--- config.mk ---
export PLATFORM = sky130hd
export DESIGN_NAME = chf_prerot
export DESIGN_NICKNAME = d
export VERILOG_FILES = /design/src/rtl/chf_pkg.sv /design/src/rtl/chf_prerot.sv
export SDC_FILE = /design/constraint.sdc
export NUM_CORES = 1
export LEC_CHECK = 0
export BUFFER_PORTS_ARGS = -buffer_cell sky130_fd_sc_hd__buf_4
export CAP_MARGIN = 5
export CORE_AREA = 4 4 85 87
export DETAILED_ROUTE_END_ITERATION = 16
export DIE_AREA = 0 0 89 91
export GPL_ROUTABILITY_DRIVEN = 0
export PLACE_DENSITY_LB_ADDON = 0.05
export SYNTH_ARGS = -nofsm -noshare
export SYNTH_HDL_FRONTEND = slang
export SYNTH_SLANG_ARGS = --single-unit
--- constraint.sdc ---
create_clock -name aclk -period 3.5 [get_ports aclk]
set_clock_uncertainty 0.15 [all_clocks]
set_input_delay 0 -clock aclk [delete_from_list [all_inputs] [get_ports aclk]]
set_output_delay 0 -clock aclk [all_outputs]
set_load 0.005 [all_outputs]
--- src/rtl/chf_pkg.sv ---
// ----------------------------------------------------------------------------
// chf_pkg: shared types and constants for the compass heading block
// Vector widths, angle constants and the CORDIC arctangent table.
// ----------------------------------------------------------------------------
package chf_pkg;

    // number of CORDIC rotation cells in the chain
    localparam int CORDIC_STEPS = 21;

    // x/y after scaling by 2^16 plus CORDIC gain headroom
    localparam int XY_W = 36;
    // angle accumulator, units of 1/32768 degree
    localparam int Z_W = 25;
    // raw sample and heading widths
    localparam int SAMPLE_W  = 16;
    localparam int HEADING_W = 16;
    // rounded angle plus declination
    localparam int SUM_W  = 17;
    // folded heading before saturation
    localparam int FOLD_W = 18;

    // angle constants
    localparam logic signed [Z_W-1:0]    QUARTER_FINE = 25'sd2949120;
    localparam logic signed [SUM_W-1:0]  HALF_TURN    = 17'sd23040;
    localparam logic signed [FOLD_W-1:0] FULL_TURN    = 18'sd46080;

    // declination after reset: 0.22 rad in 1/128 degree
    localparam logic signed [SAMPLE_W-1:0] DECL_RESET = 16'sd1613;

    // one beat moving through the rotation chain
    typedef struct packed {
        logic signed [XY_W-1:0] x;
        logic signed [XY_W-1:0] y;
        logic signed [Z_W-1:0]  z;
        logic                   zero;   // input vector was 0,0
    } chf_vec_t;

    // atan(2^-step) in 1/32768 degree, rounded to nearest
    function automatic logic signed [Z_W-1:0] atan_fine(input int step);
        logic signed [Z_W-1:0] t;
        case (step)
            0:       t = 25'sd1474560;
            1:       t = 25'sd870484;
            2:       t = 25'sd459940;
            3:       t = 25'sd233473;
            4:       t = 25'sd117189;
            5:       t = 25'sd58652;
            6:       t = 25'sd29333;
            7:       t = 25'sd14667;
            8:       t = 25'sd7334;
            9:       t = 25'sd3667;
            10:      t = 25'sd1833;
            11:      t = 25'sd917;
            12:      t = 25'sd458;
            13:      t = 25'sd229;
            14:      t = 25'sd115;
            15:      t = 25'sd57;
            16:      t = 25'sd29;
            17:      t = 25'sd14;
            18:      t = 25'sd7;
            19:      t = 25'sd4;
            20:      t = 25'sd2;
            default: t = '0;
        endcase
        return t;
    endfunction

endpackage

--- src/rtl/chf_prerot.sv ---
// ----------------------------------------------------------------------------
// chf_prerot: input stage of the rotation chain
// Scales the sample pair by 2^16, folds the left half plane onto the right
// half plane with a +/-90 degree start angle, and flags the zero vector.
// ----------------------------------------------------------------------------
module chf_prerot (
    input  logic                             aclk,
    input  logic                             aresetn,
    input  logic                             in_valid,
    output logic                             in_ready,
    input  logic signed [chf_pkg::SAMPLE_W-1:0] in_x,
    input  logic signed [chf_pkg::SAMPLE_W-1:0] in_y,
    output logic                             out_valid,
    input  logic                             out_ready,
    output chf_pkg::chf_vec_t                out_vec
);

    localparam int PAD_W = chf_pkg::XY_W - chf_pkg::SAMPLE_W - 16;

    logic              valid_reg;
    chf_pkg::chf_vec_t vec_reg;
    chf_pkg::chf_vec_t vec_next;
    logic signed [chf_pkg::XY_W-1:0] sx;
    logic signed [chf_pkg::XY_W-1:0] sy;

    assign in_ready  = !valid_reg || out_ready;
    assign out_valid = valid_reg;
    assign out_vec   = vec_reg;

    // scale and pre-rotate
    always_comb begin
        sx = {{PAD_W{in_x[chf_pkg::SAMPLE_W-1]}}, in_x, 16'h0000};
        sy = {{PAD_W{in_y[chf_pkg::SAMPLE_W-1]}}, in_y, 16'h0000};
        vec_next.zero = (in_x == '0) && (in_y == '0);
        if (!in_x[chf_pkg::SAMPLE_W-1]) begin
            vec_next.x = sx;
            vec_next.y = sy;
            vec_next.z = '0;
        end else if (!in_y[chf_pkg::SAMPLE_W-1]) begin
            vec_next.x = sy;
            vec_next.y = -sx;
            vec_next.z = chf_pkg::QUARTER_FINE;
        end else begin
            vec_next.x = -sy;
            vec_next.y = sx;
            vec_next.z = -chf_pkg::QUARTER_FINE;
        end
    end

    // stage register
    always_ff @(posedge aclk) begin
        if (!aresetn) begin
            valid_reg <= 1'b0;
        end else if (in_ready) begin
            valid_reg <= in_valid;
        end
    end

    always_ff @(posedge aclk) begin
        if (in_ready) begin
            vec_reg <= vec_next;
        end
    end

endmodule

Word level (Yosys, flattened, before mapping). Cells that the tools add are included.

Memory bits (read-only): 0. Bits in latches: 0. Register bits: 99. RAM bits: 0. Output and inout port bits: 100. Input port bits: 36. Memories kept: 0. Logic and storage cells: 19.

Order comparisons: 0. Div/mod/pow operators: 0. Shift-type cells: 0. Equality and inequality tests: 0. Bitwise logic cells: 1. Reductions and logical operators: 7. Multipliers: 0. Add/sub/neg operators: 2. Muxes and demuxes: 2.

Operators by type and width (count): 92-bit two-way mux (2); 32-bit negator with 36-bit output (2); 16-bit zero test (2); 2-bit AND reduction (1); 2-bit OR reduction (1); 1-bit logical AND (1); 1-bit zero test (1); 1-bit logical OR (1); 1-bit NOT (1).

Depth between registers and ports, before layout.
Word-level depth: 3. Mapped depth: 6. Depth with buffers taken out: 6.

Worst setup path before layout. No wires, ideal clock.

Kind: reg-to-reg. Start point: register valid_reg, in the netlist out_valid. End point: register vec_reg (netlist bit out_vec[0]) (enable). Path buffers: 0. Stages on the path, launching flop included: 2. Period minus slack after synthesis: 1.938 ns. Arrival: 1.377 ns. Required time: 2.939 ns. Setup slack: 1.562 ns. Setup time: 0.411 ns. Cells stage by stage: dfxtp_1 nand2b_1.

Cells in the longest elaborated chain, start to end: 2.

RTL lines: start: declaration (line chf_prerot.sv:20) `logic valid_reg;`; start signal: assignment (line chf_prerot.sv:55) `valid_reg <= in_valid;`; 1-bit zero test (line chf_prerot.sv:26) `assign in_ready = !valid_reg || out_ready;`; 1-bit logical OR (line chf_prerot.sv:26); named net in_ready (line chf_prerot.sv:10) `output logic in_ready,`; end signal: assignment (line chf_prerot.sv:61) `vec_reg <= vec_next;`; end: declaration (line chf_prerot.sv:21) `chf_pkg::chf_vec_t vec_reg;`.

The timed path passes the listed nets, and every way through them passes these cells. A chain may end at the register's enable or synchronous reset.

==> metrics.md <==
| Metric | Value |
|---|---|
| Status | `finished, final reports clean` |
| RSZ-0062 raised after global routing | `no` |
| Via count | `about 2200` |
| Vias in the first global route | `around 2100` |
| Post-synth top cells | `buf_4, edfxtp_1, nor2_1, a21oi_1, clkbuf_1` |
| Slew @ Worst Pin | `1.13 ns` |
| WL met2 | `roughly 3200 um` |
| Met3 WL | `a little over 500 um` |
| Worst min path class | `in -> reg` |
| Setup TNS | `0 ns` |
| Post-synth top area share | `0.470` |
| Crit-path cells | `dlygate4sd3_1, buf_4, nor4_1, nand4_1, mux2i_1, a221o_1, dlygate4sd3_1` |
| Resize count post-CTS | `0` |
| Antenna cells | `0` |
| Setup slack at placement | `approximately 1.6 ns` |
| Initial Utilization | `0.443` |
| Final core occ | `0.601` |
| Row count | `29` |
| Most common cell on crit path | `dlygate4sd3_1` |
| Sequential share of the synthesized area | `0.477` |
| Reg clk slew, reported paths | `approximately 0.080 ns` |
| IO Port Bufs | `between 80 and 90` |
| Crit share post-route | `0.792` |
| Slew Viols, Final | `0` |
| Sink Count | `between 40 and 50` |
| CTS Hold Buffers Added | `42` |
| Crit Path Max Fanout | `5` |
| Slew headroom | `0.247` |
| Synth Register Bits | `45` |
| Max Fclk | `between 0.3 and 0.4 GHz` |
| Routed WL | `6680 um` |
| Hold Vio Cnt, Final | `0` |
| Min Tclk post-route | `~2.8 ns` |
| Area post-placement | `approximately 3300 um^2` |
| Postcts setup bufs | `0` |
| Total global routing overflow | `0` |
| CTS H-tree lvls | `2` |
| Initial antenna violation count | `0` |
| DR pass1 iterations | `4` |
| DRC Markers | `0` |
| Crit-path slowest cell | `nor4_1` |
| Filler cells | `around 580` |
| Vias/cell | `roughly 4.7` |
| Startpoint Class | `primary input` |
| Met1 wire length | `approximately 2800 um` |
| Multi-input gate area | `around 1200 um^2` |
| Final setup fails | `0` |
| Final WS setup | `between 0.7 and 0.8 ns` |
| Die ar. | `8100 um^2` |
| Ys Warns | `0` |
| Share of cells above drive strength 1 | `0.262` |
| Total global-route track usage | `0.162` |
| Peak VDD IR | `0.000176 V` |
| Most common cell in the synthesized netlist | `buf_4` |
| Die height | `approximately 90 um` |
| Sequential Area | `1340 um^2` |
| CP Class | `in -> reg` |
| Layout Nets | `430` |
| Post-Synthesis Cell Area | `2810 um^2` |
| Number of flops mapped to enable cells by yosys | `44` |
| CP endpoint kind | `flop` |
| WP data required | `roughly 3.4 ns` |
| Max clock buf depth | `2` |
| Pleak | `around 1.7 nW` |
| Cells after synthesis | `275` |
| Async SR Flop Fraction | `0` |
| Post-DR wirelength/cell | `14.2 um` |
| Area leader, netlist | `edfxtp_1` |
| Skew-Pair Late Insertion Delay | `just under 0.3 ns` |
| Root Buffer | `clkbuf_8` |
| Final HPWL DP | `~4500 um` |
| Max-Cap Viols | `0` |
| Final Instance Area | `roughly 3800 um^2` |
| Highest metal used | `met4` |
| Synth top area cells | `edfxtp_1, buf_4, a21oi_1` |
| Die Span X | `approximately 89 um` |
| Power per standard cell area | `around 360 nW/um^2` |
| Primary FF master, synth | `edfxtp_1` |
| Final ANT Viol Nets | `0` |
| Mapped Avg Cell Area | `10.2 um^2` |
| CP max stage delay | `slightly below 0.8 ns` |
| Core Area | `~6300 um^2` |
| Min Hold Slack | `0.00303 ns` |
| Starting DRT DRC Count | `111` |
| Pin count of the biggest net entering global routing | `66` |
| Critical path arrival | `2.67 ns` |
| TritonCTS buffer count | `5` |
| Distinct cells, synth | `37` |
| Global-route wire length before repair | `10400 um` |
| CTS tree | `yes` |
| IO Count | `approximately 140` |
| Layout area overhead | `35.7%` |
-- worst paths after layout --
check | from | to | slack, ns | depth (start not counted)
setup / recovery | in_x[0] | out_vec[55] | 0.73 | 7
hold / removal | in_y[15] | out_vec[60] | 0.003 | 1
setup reg to reg | out_valid | out_valid | 1.35 | 3
hold reg to reg | out_valid | out_vec[94] | 1.18 | 1
-- metrics by stage --
step,power (mW),cells
final,1.36,470
after floorplan,0.840,326
after global placement,0.943,420
after global routing,1.44,470
after CTS,1.38,470
after detailed placement,0.944,420
-- cell usage in the layout (no fill, tap or decap), drive strengths merged, types with 5 or more instances in the layout --
| cell | count |
|---|---|
| a21oi | 30 |
| buf | 88 |
| inv | 9 |
| edfxtp | 44 |
| clkbuf | 5 |
| xnor2 | 13 |
| conb | 52 |
| o41ai | 5 |
| nor2 | 35 |
| dlygate4sd3 | 42 |
| o21ai | 5 |
| xor2 | 12 |
| a31oi | 5 |
-- power by group --
| group | total [mW] | internal [mW] | switching [mW] |
|---|---|---|---|
| clock network | 0.386 | 0.210 | 0.176 |
| registers | 0.664 | 0.650 | 0.0147 |
| logic | 0.314 | 0.169 | 0.145 |
-- kinds of logic (layout without fill, tap and decap cells) --
| logic type | Yosys count | count (layout) | share of synthesized area |
|---|---|---|---|
| buffers and inverters | 80 | 147 | 0.181 |
| and+or+nand+nor | 65 | 65 | 0.117 |
| AOI/OAI and AO/OA | 54 | 54 | 0.126 |
| DFF | 45 | 45 | 0.477 |
| xor gates and xnor gates | 25 | 25 | 0.0778 |
| muxes | 3 | 3 | 0.0107 |
| adders and majority gates | 2 | 2 | 0.00890 |
| other | 1 | 52 | 0.00133 |
-- layout make-up --
class | count | share of cell area
flip-flops and latches | 45 | 0.351
multi-input cells | 201 | 0.303
repair buffers | 130 | 0.283
well taps | 77 | 0.0252
clock buffers | 5 | 0.0180
clock inverters | 3 | 0.0108
inverters | 9 | 0.00885
-- flip-flops by register name (all words and copies together) (netlist names) --
register and flops:
out_vec 44, out_valid 1
-- metal layers --
metal,up-vias,GRT usage
met5,-,0
met1,1028,0.219
met2,82,0.259
met3,6,0.0335
met4,0,0.0496
li1,1089,-
-- critical path, delay by kind of cell --
kind | cells | cell delay (ns)
buffers and inverters | 3 | 1.24
and+or+nand+nor | 2 | 1.00
AOI/OAI and AO/OA | 1 | 0.26
muxes | 1 | 0.17
Power figures use the tool's default switching activity.
