### config.mk
export PLATFORM = sky130hd
export DESIGN_NAME = chf_cell
export DESIGN_NICKNAME = d
export VERILOG_FILES = /design/src/rtl/chf_pkg.sv /design/src/rtl/chf_cell.sv
export SDC_FILE = /design/constraint.sdc
export NUM_CORES = 1
export LEC_CHECK = 0
export BUFFER_PORTS_ARGS = -buffer_cell sky130_fd_sc_hd__buf_2
export CORE_ASPECT_RATIO = 1.1
export CORE_MARGIN = 2
export CORE_UTILIZATION = 51
export DETAILED_ROUTE_END_ITERATION = 8
export PLACE_DENSITY_LB_ADDON = 0.1
export SLEW_MARGIN = 20
export SYNTH_ARGS = -nofsm -noshare
export SYNTH_HDL_FRONTEND = slang
export SYNTH_SLANG_ARGS = --single-unit
### constraint.sdc
create_clock -name aclk -period 4.6 [get_ports aclk]
set_clock_uncertainty 0.2 [all_clocks]
set_input_delay 1.15 -clock aclk [delete_from_list [all_inputs] [get_ports aclk]]
set_output_delay 1.15 -clock aclk [all_outputs]
set_load 0.05 [all_outputs]
### src/rtl/chf_pkg.sv
// ----------------------------------------------------------------------------
// chf_pkg: shared types and constants for the compass heading block
// Vector widths, angle constants and the CORDIC arctangent table.
// ----------------------------------------------------------------------------
package chf_pkg;

    // number of CORDIC rotation cells in the chain
    localparam int CORDIC_STEPS = 21;

    // x/y after scaling by 2^16 plus CORDIC gain headroom
    localparam int XY_W = 36;
    // angle accumulator, units of 1/32768 degree
    localparam int Z_W = 25;
    // raw sample and heading widths
    localparam int SAMPLE_W  = 16;
    localparam int HEADING_W = 16;
    // rounded angle plus declination
    localparam int SUM_W  = 17;
    // folded heading before saturation
    localparam int FOLD_W = 18;

    // angle constants
    localparam logic signed [Z_W-1:0]    QUARTER_FINE = 25'sd2949120;
    localparam logic signed [SUM_W-1:0]  HALF_TURN    = 17'sd23040;
    localparam logic signed [FOLD_W-1:0] FULL_TURN    = 18'sd46080;

    // declination after reset: 0.22 rad in 1/128 degree
    localparam logic signed [SAMPLE_W-1:0] DECL_RESET = 16'sd1613;

    // one beat moving through the rotation chain
    typedef struct packed {
        logic signed [XY_W-1:0] x;
        logic signed [XY_W-1:0] y;
        logic signed [Z_W-1:0]  z;
        logic                   zero;   // input vector was 0,0
    } chf_vec_t;

    // atan(2^-step) in 1/32768 degree, rounded to nearest
    function automatic logic signed [Z_W-1:0] atan_fine(input int step);
        logic signed [Z_W-1:0] t;
        case (step)
            0:       t = 25'sd1474560;
            1:       t = 25'sd870484;
            2:       t = 25'sd459940;
            3:       t = 25'sd233473;
            4:       t = 25'sd117189;
            5:       t = 25'sd58652;
            6:       t = 25'sd29333;
            7:       t = 25'sd14667;
            8:       t = 25'sd7334;
            9:       t = 25'sd3667;
            10:      t = 25'sd1833;
            11:      t = 25'sd917;
            12:      t = 25'sd458;
            13:      t = 25'sd229;
            14:      t = 25'sd115;
            15:      t = 25'sd57;
            16:      t = 25'sd29;
            17:      t = 25'sd14;
            18:      t = 25'sd7;
            19:      t = 25'sd4;
            20:      t = 25'sd2;
            default: t = '0;
        endcase
        return t;
    endfunction

endpackage

### src/rtl/chf_cell.sv
// ----------------------------------------------------------------------------
// chf_cell: one CORDIC vectoring step
// Rotates the vector toward the x axis by atan(2^-STEP) and accumulates the
// angle; holds its beat while the next cell is full.
// ----------------------------------------------------------------------------
module chf_cell #(
    parameter int STEP = 0
) (
    input  logic              aclk,
    input  logic              aresetn,
    input  logic              in_valid,
    output logic              in_ready,
    input  chf_pkg::chf_vec_t in_vec,
    output logic              out_valid,
    input  logic              out_ready,
    output chf_pkg::chf_vec_t out_vec
);

    logic              valid_reg;
    chf_pkg::chf_vec_t vec_reg;
    chf_pkg::chf_vec_t vec_next;
    logic signed [chf_pkg::XY_W-1:0] cur_x;
    logic signed [chf_pkg::XY_W-1:0] cur_y;
    logic signed [chf_pkg::XY_W-1:0] dx;
    logic signed [chf_pkg::XY_W-1:0] dy;

    assign in_ready  = !valid_reg || out_ready;
    assign out_valid = valid_reg;
    assign out_vec   = vec_reg;

    // rotation step, direction set by the sign of y
    always_comb begin
        cur_x = in_vec.x;
        cur_y = in_vec.y;
        dx = cur_y >>> STEP;
        dy = cur_x >>> STEP;
        vec_next.zero = in_vec.zero;
        if (!cur_y[chf_pkg::XY_W-1]) begin
            vec_next.x = cur_x + dx;
            vec_next.y = cur_y - dy;
            vec_next.z = in_vec.z + chf_pkg::atan_fine(STEP);
        end else begin
            vec_next.x = cur_x - dx;
            vec_next.y = cur_y + dy;
            vec_next.z = in_vec.z - chf_pkg::atan_fine(STEP);
        end
    end

    always_ff @(posedge aclk) begin
        if (!aresetn) begin
            valid_reg <= 1'b0;
        end else if (in_ready) begin
            valid_reg <= in_valid;
        end
    end

    always_ff @(posedge aclk) begin
        if (in_ready) begin
            vec_reg <= vec_next;
        end
    end

endmodule

* After elaboration in Yosys (flattened, before gate mapping)
Index checks and enable logic that the tools add are counted.
Widths: inputs -> output; s select.
** Cells by class
- $mul :: 0
- Add/subtract/negate cells :: 5
- Muxes and demuxes :: 1
- Equal/unequal tests :: 0
- Reductions and logical operators :: 2
- Divide/modulo/power cells :: 0
- Order comparisons :: 0
- Shifts and indexed selects :: 0
- Bitwise logic cells :: 0
** Operator list (count)
- $mux 97 :: 1
- $sub 36x36->36 :: 2
- $add 36x36->36 :: 1
- $add 25x22->25 const B :: 1
- $sub 25x22->25 const B :: 1
- $logic_not 1->1 :: 1
- $logic_or 1x1->1 :: 1
** Word-level totals
- Bits in latches :: 0
- Logic and storage cells :: 13
- Memories kept :: 0
- Register bits after elaboration :: 99
- Bits in writable memories :: 0
- Output and inout bits :: 100
- Input bits :: 102
- Memory bits (read-only) :: 0

* Logic depth before layout (Yosys ltp)
Gate-level depths: netlist of the first run.
- Word-level depth :: 2
- Mapped depth :: 13
- Gate-level depth less buffers :: 12

* Least setup slack after synthesis of the first run
Ideal clock, no wire load.
- Kind :: input -> output
- Start point :: in out_ready
- End point :: out in_ready
- Data required time :: 3.250 ns
- Stages :: 1
- Path buffers :: 0
- Arrival time :: 3.866 ns
- Setup slack :: -0.616 ns
- Cells stage by stage :: nand2b_1
** On the way
- Cells in the longest elaborated chain, start to end :: 1
** Ends and longest elaborated chain
- start: declaration :: RTL line chf_cell.sv:15 : input logic out_ready,
- $logic_or 1x1->1 :: RTL line chf_cell.sv:27 : assign in_ready = !valid_reg || out_ready;
- end: declaration :: RTL line chf_cell.sv:12 : output logic in_ready,
Every way passes these cells.

==> impl_results.rst, run 1 <==
.. list-table::
   :header-rows: 1

   * - Metric
     - Value
   * - # nets final
     - 1535
   * - Logic pwr share
     - 48.0%
   * - Post-layout utilization of the core
     - 61.2%
   * - Run status
     - finished, final reports clean
   * - Critical-path cell with the highest stage delay
     - sky130_fd_sc_hd__a311o_1
   * - Area leader, netlist
     - sky130_fd_sc_hd__edfxtp_1
   * - Upper clock frequency limit
     - 238 MHz
   * - Ant diodes
     - 0
   * - Via count of the routed design
     - 8891
   * - Most common cell in the synthesized netlist
     - sky130_fd_sc_hd__a21oi_1
   * - CTS clk-pin slew, worst paths
     - 0.08 ns
   * - Path depth of the worst reg2reg path
     - 2
   * - Vert. Die Dim
     - 147 um
   * - Unrepaired setup endpoints after global routing
     - no
   * - CTS Buf Count
     - 9
   * - Fin cells
     - 1560
   * - Die boundary width
     - 134 um
   * - Average routed wire per standard cell
     - 18.1 um
   * - Buffers on Ports
     - 201
   * - HPWL reported at the end of detailed placement
     - 22300 um
   * - Proportion of synthesized chip area in sequential cells
     - 30.9%
   * - Number of antenna violations at the first check in global routing
     - 0
   * - Clock Tree Root
     - sky130_fd_sc_hd__clkbuf_16
   * - Placeable core region
     - 18300 um2
   * - Die area
     - 19700 um2
   * - Internal power of the cells
     - 2.12 mW
   * - FFs w/ async S/R, synth
     - 0%
   * - Crit Path Class
     - in -> reg
   * - Worst Setup Slack, final
     - 0.395 ns
   * - Count of distinct cell types in the synthesized netlist
     - 71
   * - Number of hold-repair buffers added at the cts stage
     - 0
   * - Count of cell instances traversed by the critical path
     - 14
   * - Cell chain of the critical path
     - buf_2 > ha_1 > inv_1 > fa_1 > o21ba_1 > or4_4 > a311o_1 > a31oi_4 > buf_4 > a311o_1 > o21ai_1 > o21bai_1 > a21oi_1 > xnor2_1
   * - Total chip power
     - 3.87 mW
   * - Synth warn
     - 0
   * - Worst setup slack before clock tree synthesis
     - 0.0427 ns
   * - Sequential power share
     - 32.5%
   * - Placed Area
     - 10900 um2
   * - Total power per unit cell area
     - 344 nW/um2
   * - Detail-routed via count per cell
     - 5.70
   * - Transition time at the pin with the least slew margin
     - 0.934 ns
   * - Number of endpoints with negative hold slack in the final report
     - 0
   * - Remaining DRCs
     - 0
   * - Number of failing setup endpoints in the final timing report
     - 0
   * - Clock power share
     - 19.5%
   * - Buffers inserted during post-CTS setup optimization
     - 0
   * - Number of global-route vias before repair
     - 8508
   * - Area added between synthesis and finish
     - 18.1%
   * - Total Neg Setup Slack
     - 0 ns
   * - Worst r2r dst
     - out_vec[41]$_DFFE_PP_
   * - Initial Util
     - 51.8%
   * - Net Sw Power
     - 1.75 mW
   * - Area share of the largest cell type after synthesis
     - 30.7%
   * - Placed Cells
     - 1544
   * - Launch point of the critical path
     - in_vec[26]
   * - Synth Area per Inst
     - 8.60 um2
   * - Family with the most delay on the worst path
     - compound AO/OA/AOI/OAI gates
   * - Synthesized cell area
     - 9500 um2
   * - Largest cells by area after synthesis
     - sky130_fd_sc_hd__edfxtp_1 (31%), sky130_fd_sc_hd__ha_1 (15%), sky130_fd_sc_hd__a21oi_1 (7.4%), sky130_fd_sc_hd__xnor2_1 (6.1%), sky130_fd_sc_hd__inv_1 (4.6%)
   * - Gate count of the mapped netlist
     - 1105
   * - Total track usage
     - 28.4%
   * - CTS tree
     - yes
   * - Fraction of the cycle the final worst path needs
     - 91.4%
   * - Starting DRC count in detailed routing
     - 755
   * - Leak pwr
     - 5.22 nW
   * - Peak supply drop
     - 0.202 mV
   * - Worst-case register-to-register setup slack
     - 2.51 ns
   * - Final global-route overflow total
     - 0
   * - Routed Antenna Nets
     - 0
   * - H-tree depth
     - 3
   * - Placement row count
     - 52
   * - Capture point of the critical path
     - out_vec[86]$_DFFE_PP_
   * - Max-Slew Margin vs Limit
     - 37.7%
   * - Number of enable-type register cells in the synthesized netlist
     - 97
   * - Data arrival, critical path
     - 4.12 ns
   * - Clk sinks
     - 98
   * - Switching portion of total power
     - 45.3%
   * - Largest net degree at the start of global routing
     - 71
   * - Worst Hold Slack
     - 0.676 ns
   * - Pre-Repair DR Iteration Count
     - 6
   * - List of most frequent post-synthesis cells
     - sky130_fd_sc_hd__a21oi_1 (140), sky130_fd_sc_hd__ha_1 (117), sky130_fd_sc_hd__inv_1 (117)
   * - Clock latency at the later pin of the worst-skew pair
     - 0.36 ns
   * - Most repeated library cell on the critical path
     - sky130_fd_sc_hd__a311o_1
   * - Critical path's largest stage delay
     - 0.43 ns
   * - Design Area, Final
     - 11200 um2
   * - Type of element capturing the critical path
     - flop
   * - Share of final-layout standard cells stronger than drive strength 1
     - 20.7%
   * - RD Place Congestion
     - 0.949
   * - Number of nets in the synthesized netlist
     - 1328
   * - Global-route wire length before repair
     - 44600 um
   * - FF-to-FF Start
     - out_valid$_SDFFE_PN0P_
   * - Routed WL
     - 28300 um
   * - Commonest register cell after synthesis
     - sky130_fd_sc_hd__edfxtp_1
   * - Startpoint type of the worst setup path
     - primary input
   * - Clock Path Buffers
     - 2
   * - Max FO, Critical Path
     - 3
   * - Post-synthesis sequential element count
     - 98
   * - Data required time at the worst endpoint
     - 4.52 ns
   * - Number of cells upsized or downsized after cts
     - 0
   * - Number of top-level design ports
     - 202
   * - Minimum period implied by the final worst setup slack
     - 4.21 ns
   * - Max-slew violation count
     - 0
   * - Worst Path Buf+Inv
     - 3
   * - Class of the tightest hold or removal check
     - reg -> reg
   * - Count of maximum capacitance violations
     - 0
tightest hold or removal path, cell delays in order (launching register included):
cell                       delay, ns
sky130_fd_sc_hd__dfxtp_1        0.34
sky130_fd_sc_hd__nand2b_4       0.33
sky130_fd_sc_hd__a21boi_0       0.16
power groups by stage:
| stage | logic, mW | registers [mW] | clock network, mW |
|---|---|---|---|
| after detailed placement | 1.84 | 1.27 | 0 |
| after global placement | 1.83 | 1.27 | 0 |
| after floorplan | 0.726 | 1.89 | 0 |
| after CTS | 1.85 | 1.26 | 0.767 |
| final | 1.86 | 1.26 | 0.753 |
| after global routing | 1.97 | 1.27 | 0.802 |
flip-flops by register name, summed over array words and instances (netlist names):
| register | count |
|---|---|
| out_valid | 1 |
| out_vec | 97 |
logic make-up after synthesis:
| family | count (synthesis) | synth area share, % |
|---|---|---|
| AO/OA/AOI/OAI | 358 | 23.7 |
| AND/OR/NAND/NOR | 264 | 13.3 |
| buffers and inverters | 166 | 6.64 |
| adder cells (fa/ha/maj) | 121 | 16.2 |
| flip-flops | 98 | 30.9 |
| XOR/XNOR | 78 | 7.19 |
| multiplexers | 20 | 2.11 |
area by class of cell:
class                      instances  area [um2]
multi-input combinational        841        5950
tap                              243         304
timing repair buffer             242        1310
fill                            1702        7120
sequential                        98        2930
clock buffer                      10         229
clock inverter                     6        50.0
inverter                         120         450
worst min path at each step:
stage                           startpoint                     end  slack [ns]  cells past startpoint
finish              out_valid$_SDFFE_PN0P_  out_valid$_SDFFE_PN0P_        0.68                      2
global route                     in_vec[5]    out_vec[5]$_DFFE_PP_        0.75                      1
CTS                 out_valid$_SDFFE_PN0P_   out_vec[51]$_DFFE_PP_        0.71                      1
detailed placement  out_valid$_SDFFE_PN0P_    out_vec[0]$_DFFE_PP_        0.70                      1
global placement    out_valid$_SDFFE_PN0P_  out_valid$_SDFFE_PN0P_        0.66                      2
floorplan                        in_vec[0]    out_vec[0]$_DFFE_PP_        1.05                      0
layer usage:
layer / share of wire (%) / routed length (um) / track usage (%) / up-vias
met4: 3.0 / 852 / 11.4 / 0
met1: 44 / 12400 / 38.4 / 4132
met3: 6.9 / 1960 / 3.69 / 52
met5: 0 / 0 / 0 / -
li1: - / - / - / 4333
met2: 46 / 13100 / 46.3 / 374
layout by cell type (no fill, tap or decap), types with 5 or more instances in the layout:
cell type / instances
sky130_fd_sc_hd__nor2_1: 97
sky130_fd_sc_hd__o21ai_1: 13
sky130_fd_sc_hd__nand4_1: 5
sky130_fd_sc_hd__and3_1: 7
sky130_fd_sc_hd__and2_1: 6
sky130_fd_sc_hd__o31ai_1: 9
sky130_fd_sc_hd__xor2_1: 12
sky130_fd_sc_hd__o21bai_1: 24
sky130_fd_sc_hd__nor4_1: 9
sky130_fd_sc_hd__edfxtp_1: 97
sky130_fd_sc_hd__clkbuf_16: 9
sky130_fd_sc_hd__mux2i_1: 20
sky130_fd_sc_hd__a211oi_1: 13
sky130_fd_sc_hd__nand2b_1: 17
sky130_fd_sc_hd__o21ai_0: 59
sky130_fd_sc_hd__nand3_1: 17
sky130_fd_sc_hd__xnor2_1: 66
sky130_fd_sc_hd__o211ai_1: 11
sky130_fd_sc_hd__nor2b_1: 11
sky130_fd_sc_hd__buf_4: 41
sky130_fd_sc_hd__a21o_1: 24
sky130_fd_sc_hd__buf_2: 201
sky130_fd_sc_hd__a21oi_1: 140
sky130_fd_sc_hd__o21a_1: 10
sky130_fd_sc_hd__ha_1: 117
sky130_fd_sc_hd__inv_1: 117
sky130_fd_sc_hd__a31oi_1: 9
sky130_fd_sc_hd__nor3_1: 19
sky130_fd_sc_hd__nand2_1: 57
(Power assumes the default switching activity.)
==> run 2, diff against run 1 <==
--- a/config.mk
+++ b/config.mk
@@ -6,11 +6,13 @@
 export NUM_CORES = 1
 export LEC_CHECK = 0
 export BUFFER_PORTS_ARGS = -buffer_cell sky130_fd_sc_hd__buf_2
+export CELL_PAD_IN_SITES_DETAIL_PLACEMENT = 1
+export CELL_PAD_IN_SITES_GLOBAL_PLACEMENT = 1
 export CORE_ASPECT_RATIO = 1.1
 export CORE_MARGIN = 2
-export CORE_UTILIZATION = 51
+export CORE_UTILIZATION = 38
 export DETAILED_ROUTE_END_ITERATION = 8
-export PLACE_DENSITY_LB_ADDON = 0.1
+export PLACE_DENSITY = 0.88
 export SLEW_MARGIN = 20
 export SYNTH_ARGS = -nofsm -noshare
 export SYNTH_HDL_FRONTEND = slang
==> impl_results.rst, run 2 (synthesis gave the netlist of run 1 again) <==
.. list-table::
   :header-rows: 1

   * - Metric
     - Value
   * - Run status
     - finished, final reports clean
   * - Max-slew violation count
     - 0
   * - Unrepaired setup endpoints after global routing
     - no
   * - Commonest cells after routing, fill and taps aside
     - sky130_fd_sc_hd__buf_2 (201), sky130_fd_sc_hd__a21oi_1 (140), sky130_fd_sc_hd__inv_1 (117), sky130_fd_sc_hd__ha_1 (117)
   * - Count of maximum capacitance violations
     - 0
   * - Number of top-level design ports
     - 202
   * - Peak supply drop
     - 0.187 mV
   * - Global-route wire length before repair
     - 51500 um
   * - Average routed wire per standard cell
     - 20.1 um
   * - Post-layout utilization of the core
     - 46.2%
   * - Number of endpoints with negative hold slack in the final report
     - 0
   * - Buffers inserted during post-CTS setup optimization
     - 0
   * - Number of failing setup endpoints in the final timing report
     - 0
   * - Buffers on Ports
     - 201
   * - Vert. Die Dim
     - 170 um
   * - # nets final
     - 1535
   * - Transition time at the pin with the least slew margin
     - 0.738 ns
   * - Clock Tree Root
     - sky130_fd_sc_hd__clkbuf_16
   * - Crit Path Class
     - in -> reg
   * - Critical path's largest stage delay
     - 0.44 ns
   * - Placement row count
     - 60
   * - CTS Buf Count
     - 9
   * - Met3 Usage GRT
     - 3.06%
   * - Grt peak-use layer
     - met2
   * - Largest net degree at the start of global routing
     - 99
   * - Number of global-route vias before repair
     - 9681
   * - CTS clk-pin slew, worst paths
     - 0.07 ns
   * - Final global-route overflow total
     - 0
   * - Pre-Repair DR Iteration Count
     - 5
   * - Critical-path cell with the highest stage delay
     - sky130_fd_sc_hd__or4_4
   * - Family with the most delay on the worst path
     - compound AO/OA/AOI/OAI gates
   * - Most repeated library cell on the critical path
     - sky130_fd_sc_hd__a311o_1
   * - Routed WL
     - 32700 um
   * - H-tree depth
     - 3
   * - Die boundary width
     - 155 um
   * - Leak pwr
     - 5.24 nW
   * - Cell chain of the critical path
     - buf_2 > ha_1 > inv_1 > fa_1 > o21ba_1 > or4_4 > a311o_1 > a31oi_4 > a311o_1 > o21ai_1 > o21bai_1 > a21oi_1 > xnor2_1
   * - Area added between synthesis and finish
     - 19.5%
   * - Number of antenna violations at the first check in global routing
     - 1
   * - Total Neg Setup Slack
     - 0 ns
   * - Placeable core region
     - 24500 um2
   * - Die area
     - 26300 um2
   * - Worst setup slack before clock tree synthesis
     - 0.00953 ns
   * - Worst Hold Slack
     - 0.771 ns
   * - Initial Util
     - 38.7%
   * - Type of element capturing the critical path
     - flop
   * - Startpoint type of the worst setup path
     - primary input
   * - Layout filler cell count
     - 2993
   * - Fraction of the cycle the final worst path needs
     - 92.5%
   * - Clk sinks
     - 98
   * - Number of cells upsized or downsized after cts
     - 0
   * - Class of the tightest hold or removal check
     - in -> reg
   * - Detail-routed via count per cell
     - 5.71
   * - Number of hold-repair buffers added at the cts stage
     - 0
   * - RD Place Congestion
     - 0.935
   * - Clock Path Buffers
     - 2
   * - Starting DRC count in detailed routing
     - 578
   * - Upper clock frequency limit
     - 235 MHz
   * - Number of flip-flops under the largest register name
     - 97
   * - Max FO, Critical Path
     - 4
   * - CTS tree
     - yes
   * - Worst Setup Slack, final
     - 0.346 ns
   * - Leading cell type in the layout, fill and taps excluded
     - sky130_fd_sc_hd__buf_2
   * - Clock latency at the later pin of the worst-skew pair
     - 0.35 ns
   * - Share of final-layout standard cells stronger than drive strength 1
     - 20.7%
   * - Max-Slew Margin vs Limit
     - 50.8%
   * - Total track usage
     - 24.5%
   * - Remaining DRCs
     - 0
   * - Worst-case register-to-register setup slack
     - 3.03 ns
   * - GR Util met1
     - 30.2%
   * - Routed Antenna Nets
     - 0
   * - Data arrival, critical path
     - 4.16 ns
   * - Total power per unit cell area
     - 351 nW/um2
   * - Met2 usage
     - 44.1%
   * - Via count of the routed design
     - 9294
   * - Worst Path Buf+Inv
     - 2
   * - Data required time at the worst endpoint
     - 4.51 ns
   * - Minimum period implied by the final worst setup slack
     - 4.25 ns
   * - HPWL reported at the end of detailed placement
     - 25900 um
## run 2: cell type report
cell class | instances | area, um2 | share of cell area, %
timing repair buffer | 242 | 1330 | 11.7
clock buffer | 11 | 243 | 2.14
multi-input combinational | 841 | 5950 | 52.4
tap | 310 | 388 | 3.42
inverter | 120 | 450 | 3.97
sequential | 98 | 2930 | 25.8
antenna | 1 | 2.50 | 0.0220
clock inverter | 5 | 62.6 | 0.551
## run 2: final timing paths
kind | start | endpoint | cells after the start
hold reg to reg | out_valid$_SDFFE_PN0P_ | out_vec[94]$_DFFE_PP_ | 2
setup reg to reg | out_valid$_SDFFE_PN0P_ | out_vec[37]$_DFFE_PP_ | 2
hold / removal | in_vec[9] | out_vec[9]$_DFFE_PP_ | 1
setup / recovery | in_vec[26] | out_vec[86]$_DFFE_PP_ | 13
## run 2: routing by layer
metal,part of all wire [%],wire length (um)
met1,42,13900
met2,50,16300
met3,5.0,1620
met4,2.7,893
met5,0,0
## run 2: report_power, final
group / total (mW) / internal (mW) / switching (mW)
Clock: 0.813 / 0.441 / 0.372
Combinational: 1.91 / 0.542 / 1.37
Sequential: 1.26 / 1.20 / 0.0604
Total: 3.99 / 2.19 / 1.80
## run 2: worst reg2reg max path: stages (launching register included)
cell,delay (ns)
sky130_fd_sc_hd__dfxtp_1,0.33
sky130_fd_sc_hd__nand2b_4,0.14
sky130_fd_sc_hd__buf_12,0.46
## run 2: stage by stage
stage	area (um2)	power, mW	std cells
final	11400	3.99	1628
after global placement	11000	3.12	1611
after floorplan	9510	2.62	1105
after CTS	11300	3.99	1627
after global routing	11400	4.15	1628
after detailed placement	11000	3.17	1611
==> run 3, diff against run 2 <==
--- a/config.mk
+++ b/config.mk
@@ -13,6 +13,7 @@
 export CORE_UTILIZATION = 38
 export DETAILED_ROUTE_END_ITERATION = 8
 export PLACE_DENSITY = 0.88
+export REMOVE_ABC_BUFFERS = 1
 export SLEW_MARGIN = 20
 export SYNTH_ARGS = -nofsm -noshare
 export SYNTH_HDL_FRONTEND = slang
==> impl_results.rst, run 3 (synthesis gave the netlist of run 1 again) <==
.. list-table::
   :header-rows: 1

   * - Metric
     - Value
   * - Routed Antenna Nets
     - 0
   * - Area added between synthesis and finish
     - 19.6%
   * - Commonest cells after routing, fill and taps aside
     - sky130_fd_sc_hd__buf_2 (201), sky130_fd_sc_hd__a21oi_1 (140), sky130_fd_sc_hd__inv_1 (117), sky130_fd_sc_hd__ha_1 (117)
   * - Number of flip-flops under the largest register name
     - 97
   * - Number of hold-repair buffers added at the cts stage
     - 0
   * - Post-layout utilization of the core
     - 46.3%
   * - Max FO, Critical Path
     - 6
   * - Total track usage
     - 24.8%
   * - Worst setup slack before clock tree synthesis
     - -0.00513 ns
   * - Clock latency at the later pin of the worst-skew pair
     - 0.37 ns
   * - CTS clk-pin slew, worst paths
     - 0.09 ns
   * - Unrepaired setup endpoints after global routing
     - no
   * - Max-Slew Margin vs Limit
     - 38.7%
   * - Upper clock frequency limit
     - 235 MHz
   * - Placeable core region
     - 24500 um2
   * - Data required time at the worst endpoint
     - 4.51 ns
   * - Fraction of the cycle the final worst path needs
     - 92.6%
   * - Routed WL
     - 33000 um
   * - Startpoint type of the worst setup path
     - primary input
   * - Clk sinks
     - 98
   * - Global-route wire length before repair
     - 51600 um
   * - Type of element capturing the critical path
     - flop
   * - Count of maximum capacitance violations
     - 0
   * - Die boundary width
     - 155 um
   * - Remaining DRCs
     - 0
   * - Buffers on Ports
     - 201
   * - Class of the tightest hold or removal check
     - in -> reg
   * - Placement row count
     - 60
   * - Die area
     - 26300 um2
   * - Number of endpoints with negative hold slack in the final report
     - 0
   * - Buffers inserted during post-CTS setup optimization
     - 0
   * - CTS tree
     - yes
   * - RD Place Congestion
     - 0.950
   * - Number of antenna violations at the first check in global routing
     - 2
   * - Run status
     - finished, final reports clean
   * - Total power per unit cell area
     - 350 nW/um2
   * - Largest net degree at the start of global routing
     - 67
   * - Clock Tree Root
     - sky130_fd_sc_hd__clkbuf_16
   * - Final global-route overflow total
     - 0
   * - Pre-Repair DR Iteration Count
     - 8
   * - Max-slew violation count
     - 0
   * - H-tree depth
     - 3
   * - Share of final-layout standard cells stronger than drive strength 1
     - 21.0%
   * - Data arrival, critical path
     - 4.17 ns
   * - Leak pwr
     - 5.26 nW
   * - # nets final
     - 1538
   * - Design Area, Final
     - 11400 um2
   * - Via count of the routed design
     - 9177
   * - Detail-routed via count per cell
     - 5.63
   * - Clock Path Buffers
     - 2
   * - Vert. Die Dim
     - 170 um
   * - Total chip power
     - 3.97 mW
   * - Placed Area
     - 11100 um2
   * - Number of failing setup endpoints in the final timing report
     - 0
   * - Average routed wire per standard cell
     - 20.2 um
   * - Initial Util
     - 38.7%
   * - Number of top-level design ports
     - 202
   * - Starting DRC count in detailed routing
     - 559
   * - Peak supply drop
     - 0.172 mV
   * - Minimum period implied by the final worst setup slack
     - 4.26 ns
   * - CTS Buf Count
     - 9
   * - Crit Path Class
     - in -> reg
   * - Worst Setup Slack, final
     - 0.340 ns
   * - Leading cell type in the layout, fill and taps excluded
     - sky130_fd_sc_hd__buf_2
   * - Number of cells upsized or downsized after cts
     - 0
   * - Transition time at the pin with the least slew margin
     - 0.919 ns
   * - Number of global-route vias before repair
     - 9687
   * - HPWL reported at the end of detailed placement
     - 26500 um
==> run 3: worst paths after layout <==
check / slack, ns / endpoint / cells past startpoint / start
worst min register to register: 0.83 / out_vec[46]$_DFFE_PP_ / 2 / out_valid$_SDFFE_PN0P_
worst max-delay path: 0.34 / out_vec[96]$_DFFE_PP_ / 12 / in_vec[27]
worst max register to register: 2.76 / out_vec[39]$_DFFE_PP_ / 2 / out_valid$_SDFFE_PN0P_
worst min-delay path: 0.76 / out_vec[4]$_DFFE_PP_ / 1 / in_vec[4]
==> run 3: layout make-up <==
cell class,instances,area (um2)
sequential,98,2930
multi-input combinational,841,5950
tap,310,388
timing repair buffer,245,1340
clock buffer,9,225
inverter,120,450
antenna,1,2.50
fill,2998,13200
clock inverter,7,81.3
==> run 3: routing by layer <==
metal / GRT usage, % / wire length [um]
met1: 30.9 / 14000
met2: 44.3 / 16400
met3: 3.18 / 1600
met4: 8.09 / 943
met5: 0 / 0
==> run 3: worst max-delay path, stage by stage <==
cell and delay [ns]:
sky130_fd_sc_hd__buf_2 0.14, sky130_fd_sc_hd__inv_1 0.12, sky130_fd_sc_hd__fa_1 0.47, sky130_fd_sc_hd__o21ba_1 0.20, sky130_fd_sc_hd__or4_4 0.43, sky130_fd_sc_hd__a311o_1 0.42, sky130_fd_sc_hd__a31oi_4 0.26, sky130_fd_sc_hd__o21ba_4 0.27
sky130_fd_sc_hd__a31oi_4 0.12, sky130_fd_sc_hd__o41ai_2 0.28, sky130_fd_sc_hd__a21oi_1 0.15, sky130_fd_sc_hd__xnor2_1 0.16
==> run 3: stage by stage <==
step	setup TNS (ns)	cells	hold slack, ns
2_1_floorplan	-0.685	1059	1.05
3_3_place_gp	0	1614	0.809
3_5_place_dp	-0.00513	1614	0.832
4_1_cts	0	1630	0.746
5_1_grt	0	1630	0.744
6_report	0	1631	0.757
==> run 3: power breakdown <==
part	internal [mW]	switching, mW	total, mW	leakage [nW]
Sequential	1.20	0.0568	1.26	1.01
Combinational	0.543	1.36	1.90	4.09
Clock	0.390	0.422	0.812	0.150
Total	2.13	1.84	3.97	5.26
